File: config.mk
export PLATFORM = sky130hd
export DESIGN_NAME = md5_hash_engine
export DESIGN_NICKNAME = d
export VERILOG_FILES = /design/src/rtl/core/md5_pkg.sv /design/src/rtl/core/md5_hash_engine.sv
export SDC_FILE = /design/constraint.sdc
export NUM_CORES = 2
export LEC_CHECK = 0
export BUFFER_PORTS_ARGS = -buffer_cell sky130_fd_sc_hd__buf_2
export CAP_MARGIN = 20
export CORE_ASPECT_RATIO = 0.75
export CORE_UTILIZATION = 45
export DETAILED_ROUTE_END_ITERATION = 16
export PLACE_DENSITY = 0.64
export SLEW_MARGIN = 20
export SYNTH_ARGS = -nofsm -noshare
export SYNTH_HDL_FRONTEND = slang
export SYNTH_SLANG_ARGS = --single-unit
export TNS_END_PERCENT = 20
File: constraint.sdc
create_clock -name clk -period 19.65 [get_ports clk]
set_input_delay 0.9825 -clock clk [delete_from_list [all_inputs] [get_ports clk]]
set_output_delay 0.9825 -clock clk [all_outputs]
set_load 0.01 [all_outputs]
File: src/rtl/core/md5_pkg.sv
package md5_pkg;

    typedef enum logic [2:0] {
        ST_IDLE,
        ST_PAD,
        ST_ROUND,
        ST_CHAIN,
        ST_OUT
    } state_t;

    localparam int unsigned WordW = 32;
    localparam int unsigned StepW = 6;
    localparam int unsigned FillW = 4;
    localparam int unsigned LenW  = 64;

    localparam logic [WordW-1:0] InitA = 32'h67452301;
    localparam logic [WordW-1:0] InitB = 32'hefcdab89;
    localparam logic [WordW-1:0] InitC = 32'h98badcfe;
    localparam logic [WordW-1:0] InitD = 32'h10325476;

    localparam logic [WordW-1:0] PadByte   = 32'h00000080;
    localparam logic [FillW-1:0] LenLoSlot = 4'd14;
    localparam logic [FillW-1:0] LastSlot  = 4'd15;
    localparam logic [StepW-1:0] LastStep  = 6'd63;

    localparam logic [WordW-1:0] StepConst [64] = '{
        32'hd76aa478, 32'he8c7b756, 32'h242070db, 32'hc1bdceee,
        32'hf57c0faf, 32'h4787c62a, 32'ha8304613, 32'hfd469501,
        32'h698098d8, 32'h8b44f7af, 32'hffff5bb1, 32'h895cd7be,
        32'h6b901122, 32'hfd987193, 32'ha679438e, 32'h49b40821,
        32'hf61e2562, 32'hc040b340, 32'h265e5a51, 32'he9b6c7aa,
        32'hd62f105d, 32'h02441453, 32'hd8a1e681, 32'he7d3fbc8,
        32'h21e1cde6, 32'hc33707d6, 32'hf4d50d87, 32'h455a14ed,
        32'ha9e3e905, 32'hfcefa3f8, 32'h676f02d9, 32'h8d2a4c8a,
        32'hfffa3942, 32'h8771f681, 32'h6d9d6122, 32'hfde5380c,
        32'ha4beea44, 32'h4bdecfa9, 32'hf6bb4b60, 32'hbebfbc70,
        32'h289b7ec6, 32'heaa127fa, 32'hd4ef3085, 32'h04881d05,
        32'hd9d4d039, 32'he6db99e5, 32'h1fa27cf8, 32'hc4ac5665,
        32'hf4292244, 32'h432aff97, 32'hab9423a7, 32'hfc93a039,
        32'h655b59c3, 32'h8f0ccc92, 32'hffeff47d, 32'h85845dd1,
        32'h6fa87e4f, 32'hfe2ce6e0, 32'ha3014314, 32'h4e0811a1,
        32'hf7537e82, 32'hbd3af235, 32'h2ad7d2bb, 32'heb86d391
    };

    // Rotate amount for a step: picked by round group and the step's low two bits.
    function automatic logic [4:0] rot_amount(input logic [StepW-1:0] step);
        logic [4:0] amt;
        case ({step[5:4], step[1:0]})
            4'b0000: amt = 5'd7;
            4'b0001: amt = 5'd12;
            4'b0010: amt = 5'd17;
            4'b0011: amt = 5'd22;
            4'b0100: amt = 5'd5;
            4'b0101: amt = 5'd9;
            4'b0110: amt = 5'd14;
            4'b0111: amt = 5'd20;
            4'b1000: amt = 5'd4;
            4'b1001: amt = 5'd11;
            4'b1010: amt = 5'd16;
            4'b1011: amt = 5'd23;
            4'b1100: amt = 5'd6;
            4'b1101: amt = 5'd10;
            4'b1110: amt = 5'd15;
            default: amt = 5'd21;
        endcase
        return amt;
    endfunction

    // Message word used by a step; all products are taken modulo 16.
    function automatic logic [FillW-1:0] msg_index(input logic [StepW-1:0] step);
        logic [FillW-1:0] i;
        logic [FillW-1:0] g;
        i = step[3:0];
        case (step[5:4])
            2'd0:    g = i;
            2'd1:    g = FillW'({i, 2'b00} + i + 4'd1);
            2'd2:    g = FillW'({i, 1'b0} + i + 4'd5);
            default: g = FillW'({i, 3'b000} - i);
        endcase
        return g;
    endfunction

endpackage

File: src/rtl/core/md5_hash_engine.sv
// Channel  Handshake               Payload
// input    in_valid / in_ready     data_word, valid_bytes, final_word
// output   out_valid / out_ready   digest_word, word_index, digest_last
//
// A word that does not complete a block is written straight into the block buffer.
// A word that completes a block is written; 64 rounds then run on the single round
// unit, and a step adds the working words into the chaining words. A final word
// is followed by one padding word per cycle outside compressions, one or two
// compressions, and four digest transactions, one per cycle while out_ready is high.
// in_ready is high only while idle; reset restores the MD5 initial chaining words.
module md5_hash_engine
    import md5_pkg::*;
(
    input  logic        clk,
    input  logic        rst_n,
    input  logic        in_valid,
    output logic        in_ready,
    input  logic [31:0] data_word,
    input  logic [2:0]  valid_bytes,
    input  logic        final_word,
    output logic        out_valid,
    input  logic        out_ready,
    output logic [31:0] digest_word,
    output logic [1:0]  word_index,
    output logic        digest_last
);

    state_t state_reg, state_next;

    logic [WordW-1:0] chain_reg [4];
    logic [WordW-1:0] chain_next [4];
    logic [WordW-1:0] work_reg [4];
    logic [WordW-1:0] work_next [4];
    logic [WordW-1:0] block_mem [16];

    logic [FillW-1:0] fill_reg, fill_next;
    logic [LenW-1:0]  bits_reg, bits_next;
    logic [StepW-1:0] step_reg, step_next;
    logic [1:0]       idx_reg, idx_next;
    logic             fin_reg, fin_next;
    logic             pad80_reg, pad80_next;
    logic             lo_done_reg, lo_done_next;
    logic             hi_done_reg, hi_done_next;

    logic             wr_en;
    logic [WordW-1:0] wr_word;
    logic [2:0]       nbytes;
    logic [WordW-1:0] last_word;

    // Round datapath
    logic [WordW-1:0] f_val;
    logic [WordW-1:0] t_val;
    logic [63:0]      rot_full;
    logic [WordW-1:0] new_b;

    always_comb begin
        nbytes = (valid_bytes > 3'd4) ? 3'd4 : valid_bytes;
        case (nbytes)
            3'd0:    last_word = PadByte;
            3'd1:    last_word = {16'h0000, 8'h80, data_word[7:0]};
            3'd2:    last_word = {8'h00, 8'h80, data_word[15:0]};
            3'd3:    last_word = {8'h80, data_word[23:0]};
            default: last_word = data_word;
        endcase
    end

    always_comb begin
        case (step_reg[5:4])
            2'd0:    f_val = (work_reg[1] & work_reg[2]) | (~work_reg[1] & work_reg[3]);
            2'd1:    f_val = (work_reg[1] & work_reg[3]) | (work_reg[2] & ~work_reg[3]);
            2'd2:    f_val = work_reg[1] ^ work_reg[2] ^ work_reg[3];
            default: f_val = work_reg[2] ^ (work_reg[1] | ~work_reg[3]);
        endcase
        t_val    = work_reg[0] + f_val + StepConst[step_reg] + block_mem[msg_index(step_reg)];
        rot_full = {t_val, t_val} << rot_amount(step_reg);
        new_b    = work_reg[1] + rot_full[63:32];
    end

    always_comb begin
        state_next   = state_reg;
        fill_next    = fill_reg;
        bits_next    = bits_reg;
        step_next    = step_reg;
        idx_next     = idx_reg;
        fin_next     = fin_reg;
        pad80_next   = pad80_reg;
        lo_done_next = lo_done_reg;
        hi_done_next = hi_done_reg;
        chain_next   = chain_reg;
        work_next    = work_reg;
        wr_en        = 1'b0;
        wr_word      = data_word;
        in_ready     = 1'b0;
        out_valid    = 1'b0;

        unique case (state_reg)
            ST_IDLE: begin
                in_ready = 1'b1;
                if (in_valid) begin
                    wr_en     = 1'b1;
                    fill_next = fill_reg + 4'd1;
                    if (!final_word) begin
                        wr_word   = data_word;
                        bits_next = bits_reg + LenW'(32);
                    end else begin
                        wr_word    = last_word;
                        bits_next  = bits_reg + LenW'({nbytes, 3'b000});
                        fin_next   = 1'b1;
                        pad80_next = (nbytes == 3'd4);
                    end
                    if (fill_reg == LastSlot) begin
                        work_next  = chain_reg;
                        state_next = ST_ROUND;
                    end else if (final_word) begin
                        state_next = ST_PAD;
                    end
                end
            end

            ST_PAD: begin
                wr_en     = 1'b1;
                fill_next = fill_reg + 4'd1;
                if (pad80_reg) begin
                    wr_word    = PadByte;
                    pad80_next = 1'b0;
                end else if (fill_reg == LenLoSlot) begin
                    wr_word      = bits_reg[31:0];
                    lo_done_next = 1'b1;
                end else if (lo_done_reg) begin
                    wr_word      = bits_reg[63:32];
                    hi_done_next = 1'b1;
                end else begin
                    wr_word = '0;
                end
                if (fill_reg == LastSlot) begin
                    work_next  = chain_reg;
                    state_next = ST_ROUND;
                end
            end

            ST_ROUND: begin
                work_next[0] = work_reg[3];
                work_next[1] = new_b;
                work_next[2] = work_reg[1];
                work_next[3] = work_reg[2];
                step_next    = step_reg + 6'd1;
                if (step_reg == LastStep) begin
                    state_next = ST_CHAIN;
                end
            end

            ST_CHAIN: begin
                for (int i = 0; i < 4; i++) begin
                    chain_next[i] = chain_reg[i] + work_reg[i];
                end
                if (hi_done_reg) begin
                    idx_next   = 2'd0;
                    state_next = ST_OUT;
                end else if (fin_reg) begin
                    state_next = ST_PAD;
                end else begin
                    state_next = ST_IDLE;
                end
            end

            ST_OUT: begin
                out_valid = 1'b1;
                if (out_ready) begin
                    idx_next = idx_reg + 2'd1;
                    if (idx_reg == 2'd3) begin
                        chain_next   = '{InitA, InitB, InitC, InitD};
                        fill_next    = '0;
                        bits_next    = '0;
                        fin_next     = 1'b0;
                        pad80_next   = 1'b0;
                        lo_done_next = 1'b0;
                        hi_done_next = 1'b0;
                        state_next   = ST_IDLE;
                    end
                end
            end

            default: state_next = ST_IDLE;
        endcase
    end

    always_ff @(posedge clk or negedge rst_n) begin
        if (!rst_n) begin
            state_reg <= ST_IDLE;
        end else begin
            state_reg <= state_next;
        end
    end

    always_ff @(posedge clk or negedge rst_n) begin
        if (!rst_n) begin
            chain_reg   <= '{InitA, InitB, InitC, InitD};
            work_reg    <= '{'0, '0, '0, '0};
            fill_reg    <= '0;
            bits_reg    <= '0;
            step_reg    <= '0;
            idx_reg     <= '0;
            fin_reg     <= 1'b0;
            pad80_reg   <= 1'b0;
            lo_done_reg <= 1'b0;
            hi_done_reg <= 1'b0;
        end else begin
            chain_reg   <= chain_next;
            work_reg    <= work_next;
            fill_reg    <= fill_next;
            bits_reg    <= bits_next;
            step_reg    <= step_next;
            idx_reg     <= idx_next;
            fin_reg     <= fin_next;
            pad80_reg   <= pad80_next;
            lo_done_reg <= lo_done_next;
            hi_done_reg <= hi_done_next;
        end
    end

    always_ff @(posedge clk) begin
        if (wr_en) begin
            block_mem[fill_reg] <= wr_word;
        end
    end

    assign digest_word = chain_reg[idx_reg];
    assign word_index  = idx_reg;
    assign digest_last = (idx_reg == 2'd3);

    // The two channels are never open at the same time.
    assert property (@(posedge clk) disable iff (!rst_n) !(in_ready && out_valid))
        else $error("input and output open together");

    // A compression always starts on a full block.
    assert property (@(posedge clk) disable iff (!rst_n)
        (state_reg != ST_ROUND && state_next == ST_ROUND) |-> (fill_next == '0))
        else $error("compression started on a partial block");

    // The rounds run uninterrupted until the last step.
    assert property (@(posedge clk) disable iff (!rst_n)
        (state_reg == ST_ROUND && step_reg != LastStep) |=> (state_reg == ST_ROUND))
        else $error("round sequence broken");

    // After the last digest word the engine is idle with a fresh length.
    assert property (@(posedge clk) disable iff (!rst_n)
        (out_valid && out_ready && digest_last) |=> (in_ready && bits_reg == '0))
        else $error("engine not cleared after digest");

endmodule
# After elaboration in Yosys (flattened, before gate mapping)
# Memories as Yosys holds them, arrays and structs flattened.
# Cells that the tools add are included.
[word_totals]
regBits = 339
mem_bits_rw = 512
romBits = 2128
input_bits = 40
output_inout_bits = 37
wordCells = 164
n_memories = 3
[classes]
add_sub_neg = 18
order_cmp = 3
n_eq_ne = 26
n_shift = 1
mux = 64
n_bitwise = 14
reduce_logical = 18
[memory_table]
columns = ["memory", "words", "width", "rd", "rd_ports_with_merged_regs", "write_ports", "line_no", "rtl"]
rows = [
  ["(name not given)", 64, 32, 1, 0, 0, "md5_hash_engine.sv:74", "t_val = work_reg[0] + f_val + StepConst[step_reg] + block_mem[msg_index(step_reg)];"],
  ["block_mem", 16, 32, 1, 0, 1, "md5_hash_engine.sv:34", "logic [WordW-1:0] block_mem [16];"],
  ["(name not given)", 16, 5, 1, 0, 0, "md5_pkg.sv:48", "case ({step[5:4], step[1:0]})"],
]
[op_table]
columns = ["op", "n"]
rows = [
  ["128-bit 2-to-1 mux", 4],
  ["128-bit one-hot mux with 3 select lines", 1],
  ["32-bit 2-to-1 mux", 9],
  ["32-bit adder", 8],
  ["64-bit 2-to-1 mux", 4],
  ["128-bit one-hot mux with 2 select lines", 1],
  ["32-bit bitwise AND", 4],
  ["32-bit one-hot mux with 4 select lines", 1],
  ["64-bit one-hot mux with 2 select lines", 1],
  ["32-bit bitwise OR", 3],
  ["32-bit one-hot mux with 3 select lines", 1],
  ["32-bit XOR", 3],
  ["64-bit by 6-bit adder with 64-bit output", 1],
  ["64-bit by 6-bit adder with 64-bit output, second input constant", 1],
  ["32-bit binary-select mux with 2-bit select", 1],
  ["32-bit NOT", 2],
  ["32-bit one-hot mux with 2 select lines", 1],
  ["64-bit by 5-bit << shifter with 64-bit output", 1],
  ["3-bit 2-to-1 mux", 9],
  ["4-bit one-hot mux with 3 select lines", 2],
  ["2-bit inequality test, second input constant", 11],
  ["1-bit 2-to-1 mux", 17],
  ["3-bit one-hot mux with 5 select lines", 1],
  ["5-bit AND reduction", 3],
  ["32 further kinds", 54],
]

# Longest topological paths before layout
[logic_depth]
ltp_word = 10
ltp_mapped = 47
mapped_depth_nobuf = 43

# Worst setup path after synthesis
# OpenSTA, ideal clock, no wires.
[synth_timing]
path_type = "register -> register"
from = "register step_reg[2]"
to = "register work_reg[95] (netlist name)"
setup_time_ns = 0.080
t_arrival_ns = 10.052
required_ns = 19.570
setup_slack_ns = 9.518
stages_incl_launch_ff = 47
path_buffers = 5
synth_period_minus_slack_ns = 10.132
cell_sequence = "dfrtp_1 -> clkbuf_1 -> inv_1 -> clkbuf_1 -> clkbuf_1 -> ha_1 -> fa_1 -> xnor2_1 -> xnor2_1 -> nor2_1 -> o2bb2ai_1 -> clkbuf_1 -> buf_1 -> nand2_1 -> o21ai_0 -> fa_1 -> inv_1 -> ha_1 -> [11 not listed] -> and2_4 -> a211oi_2 -> nor2_1 -> mux2_2 -> ha_1 -> a21oi_1 -> a21oi_1 -> a211oi_2 -> a31oi_1 -> o21ai_1 -> nand2b_1 -> o31ai_1 -> o41ai_2 -> o21ai_1 -> or4_1 -> a31oi_1 -> xnor3_1 -> o21ai_1"
[synth_between]
elab_chain_cells = 9
elab_cells_between_ends = 16
cone_classes = "add/sub: 8; shift: 1; mux: 4; bitwise: 1; memory: 2"
[synth_lines]
columns = ["element", "line_no", "rtl"]
rows = [
  ["start: declaration", "md5_hash_engine.sv:38", "logic [StepW-1:0] step_reg, step_next;"],
  ["start signal: assignment", "md5_hash_engine.sv:212", "step_reg <= step_next;"],
  ["6-bit NOT with 7-bit output (not written as such)", "md5_hash_engine.sv:74", ""],
  ["memory 64 x 32 bit", "--", ""],
  ["32-bit 2-to-1 mux (not written as such) (2 in series)", "md5_hash_engine.sv:74", ""],
  ["32-bit adder", "md5_hash_engine.sv:74", ""],
  ["32-bit adder (*)", "md5_hash_engine.sv:74", ""],
  ["64-bit by 5-bit << shifter with 64-bit output (*)", "md5_hash_engine.sv:75", "rot_full = {t_val, t_val} << rot_amount(step_reg);"],
  ["32-bit adder (*)", "md5_hash_engine.sv:76", "new_b = work_reg[1] + rot_full[63:32];"],
  ["128-bit one-hot mux with 3 select lines (*)", "md5_hash_engine.sv:96", "unique case (state_reg)"],
  ["end signal: assignment", "md5_hash_engine.sv:198", "work_reg <= '{'0, '0, '0, '0};"],
  ["end signal: assignment", "md5_hash_engine.sv:209", "work_reg <= work_next;"],
  ["end: declaration", "md5_hash_engine.sv:32", "logic [WordW-1:0] work_reg [4];"],
]
# Mark *: on every way between the ends. The rest lies on a longest branch, timed or not. The select of a mux whose other input is x is not followed.
# A chain may end at the register's enable or synchronous reset.

# Final worst setup path
[layout_timing]
from = "register step_reg[1]"
to = "register work_reg[95] (netlist name)"
[layout_between]
elab_chain_cells = 9
elab_cells_between_ends = 17
cone_classes = "add/sub: 8; shift: 1; mux: 4; bitwise: 1; memory: 3"
[layout_lines]
columns = ["element", "line_no"]
rows = [
  ["6-bit NOT with 7-bit output (not written as such)", "md5_hash_engine.sv:74"],
  ["memory 64 x 32 bit", "--"],
  ["32-bit 2-to-1 mux (not written as such) (2 in series)", "md5_hash_engine.sv:74"],
  ["32-bit adder (2 in series)", "md5_hash_engine.sv:74"],
  ["64-bit by 5-bit << shifter with 64-bit output (*)", "md5_hash_engine.sv:75"],
  ["32-bit adder (*)", "md5_hash_engine.sv:76"],
  ["128-bit one-hot mux with 3 select lines (*)", "md5_hash_engine.sv:96"],
]
# Marks and branches as above.

==> summary.md <==
| Metric | Value |
|---|---|
| Status | `finished, final reports clean` |
| RSZ-0062 raised after global routing | `false` |
| Fin Setup TNS | `0 ns` |
| All-Layer GR Usage | `26.8%` |
| Layout cell share with drive strength beyond 1 | `12.6%` |
| Slowest stage cell, crit path | `ha_1` |
| Nets | `5388` |
| Layout overhead on the synthesized area | `9.47%` |
| Tcrit/Tclk final | `66.1%` |
| Port buffer count | `76` |
| Vias in the first global route | `38000` |
| DR WL met3 | `14200 µm` |
| Final setup fails | `0` |
| Final wirelength | `161000 µm` |
| Fmax | `0.0770 GHz` |
| End of the worst register-to-register path | `work_reg[95]$_DFFE_PN0P_` |
| Global-route wire length before repair | `242000 µm` |
| Largest net degree at the start of global routing | `213` |
| Clock sink count | `848` |
| # H-tree levels | `3` |
| Top layer reached by signal wires | `met4` |
| Dpl hpwl | `111000 µm` |
| Warnings, synthesis | `0` |
| Most common library cells after synthesis | `593 x nand2_1, 534 x a21oi_1, 512 x edfxtp_1, 400 x o21ai_0, 351 x nor2_1` |
| Setup bufs post-CTS | `0` |
| Area contributors post-synth | `edfxtp_1 29%, dfrtp_1 13%, mux4_2 6.9%` |
| Slew margin rel. | `18.8%` |
| Setup crit start kind | `flop` |
| Final count of pins violating max slew | `0` |
| IO Pins | `77` |
| EDFF count, synth | `512` |
| Syn Area/Cell | `10.4 µm²` |
| #FFs+latches synth | `848` |
| Tmin final | `12.99 ns` |
| Die H | `299 µm` |
| Worst EP required | `20.29 ns` |
| Core Area | `116000 µm²` |
| Max reg flops | `512` |
| Max incr delay on CP | `0.88 ns` |
| Worst-Margin Slew | `1.21 ns` |
| Mapped Area | `52800 µm²` |
| Initial antenna violation count | `2` |
| Per-cell routed wire length | `24.0 µm` |
| WL met1 | `76400 µm` |
| Row count | `108` |
| Type of the most critical hold path | `primary input to asynchronous set/reset pin` |
| CP top delay family | `compound AO/OA/AOI/OAI gates` |
| GRT Residual Overflow | `0` |
| Routability Congestion | `0.999` |
| Worst Setup Path Type | `flop to flop` |
| Post-Syn Nets | `5430` |
| CTS tree | `built` |
| Via count | `40700` |
| R2R setup slack | `6.66 ns` |
| Post-CTS Hold Buffers | `0` |
| Seq/Total Area, Yosys | `45.2%` |
| CTS buffer count | `88` |
| Crit end category | `flop` |
| Critical Path AT | `13.63 ns` |
| Post-synth top area share | `29.1%` |
| Initial Util | `45.5%` |
| Final hold violations | `0` |
| Cells on worst reg2reg path | `43` |
| Clock root buffer | `clkbuf_16` |
| Max Cap Viol | `0` |
| DR pass1 iterations | `6` |
| Cell taking the most area after synthesis | `edfxtp_1` |
| Clock slew at reported path FFs | `0.06 ns` |
| Post-CTS resize count | `0` |
| Die W | `398 µm` |
| FFs w/ async S/R, synth | `39.6%` |
| # DRC | `0` |
| Buf+Inv Stages, Crit Path | `6` |
| Vias per Instance | `6.10` |
| Most numerous cell in the Yosys netlist | `nand2_1` |
| DRT iter0 DRCs | `4835` |
| Met2 routed WL | `66700 µm` |
| Largest fanout on the critical path | `57` |
| Die ar. | `119000 µm²` |
| Distinct cells, synth | `88` |
| R2R Path Start | `step_reg[1]$_DFFE_PN0P_` |
| Worst skew pair latency | `0.74 ns` |
| Antenna violation net count after detailed routing | `0` |
| Primary FF master, synth | `edfxtp_1` |
| Syn Inst Count | `5099` |
| Clock skew | `0.0682 ns` |
| CTS Buffer Depth | `3` |
==> final cells by class <==
type	instances	area, µm²
fillers	10400	58200
multi-input cells	3726	27100
flip-flops and latches	848	23900
clock buffers	110	2320
well taps	1540	1930
repair buffers	169	1100
inverters	224	841
clock inverters	56	631
diodes	2	5.00
==> metrics by stage <==
step                cell area [µm²]  instances  worst slack, ns  util, %  hold WS (ns)
floorplan                     52800       5099             9.52        -         0.457
global placement              54900       6506             7.11     47.3         0.481
detailed placement            54900       6507             6.81     47.3         0.487
CTS                           57800       6673             6.80     49.8         0.316
global route                  57800       6673             5.84     49.8         0.348
finish                        57800       6675             6.66     49.8         0.294
==> routing by layer <==
| metal | global-route usage, % | vias up |
|---|---|---|
| met5 | 0 | - |
| met4 | 6.00 | 0 |
| met3 | 4.92 | 195 |
| met2 | 37.0 | 1628 |
| met1 | 43.0 | 20300 |
| li1 | - | 18600 |
==> how the worst max path moves through the flow <==
stage                     slack, ns                       end  depth (start not counted)                     from
after CTS                      6.80  work_reg[95]$_DFFE_PN0P_                         43  step_reg[1]$_DFFE_PN0P_
after floorplan                9.52  work_reg[95]$_DFFE_PN0P_                         46  step_reg[2]$_DFFE_PN0P_
after detailed placement       6.81  work_reg[95]$_DFFE_PN0P_                         43  step_reg[1]$_DFFE_PN0P_
after global routing           5.84  work_reg[95]$_DFFE_PN0P_                         43  step_reg[1]$_DFFE_PN0P_
final                          6.66  work_reg[95]$_DFFE_PN0P_                         43  step_reg[1]$_DFFE_PN0P_
after global placement         7.11  work_reg[95]$_DFFE_PN0P_                         43  step_reg[1]$_DFFE_PN0P_
==> cells by family (layout without fill, tap and decap cells) <==
family | Yosys count | count (layout) | synth area share (%)
buffers and inverters | 525 | 559 | 3.83
xor gates and xnor gates | 225 | 225 | 3.81
adders and majority gates | 291 | 291 | 7.87
muxes | 429 | 429 | 12.1
AOI/OAI and AO/OA | 1393 | 1393 | 15.5
and+or+nand+nor | 1388 | 1388 | 11.7
DFF | 848 | 848 | 45.2
other | 0 | 2 | 0
==> layout by cell type, fill, tap and decap left out, types with 99 or more instances in the layout <==
cell type  Yosys  routed
mux2i_1      219     219
xor2_1       123     122
a21oi_1      534     532
xnor2_1       99      99
nand2_1      593     592
inv_1        221     221
edfxtp_1     512     512
dfrtp_1      272     266
nor2_1       351     347
ha_1         222     222
o21ai_0      400     385
mux4_2       163     162
==> worst reg2reg max path: cells and delay by family (launching register included) <==
kind,cells,cell delay [ns]
adder cells (fa/ha/maj),5,2.30
XOR/XNOR,2,0.50
multiplexers,5,1.59
AND/OR/NAND/NOR,8,1.41
buffers and inverters,6,2.40
AO/OA/AOI/OAI,17,4.41
flip-flops,1,0.32
Power is left out: the tool's default activity adds up to more than one toggle a clock period on the data nets, which glitch-free logic cannot reach.
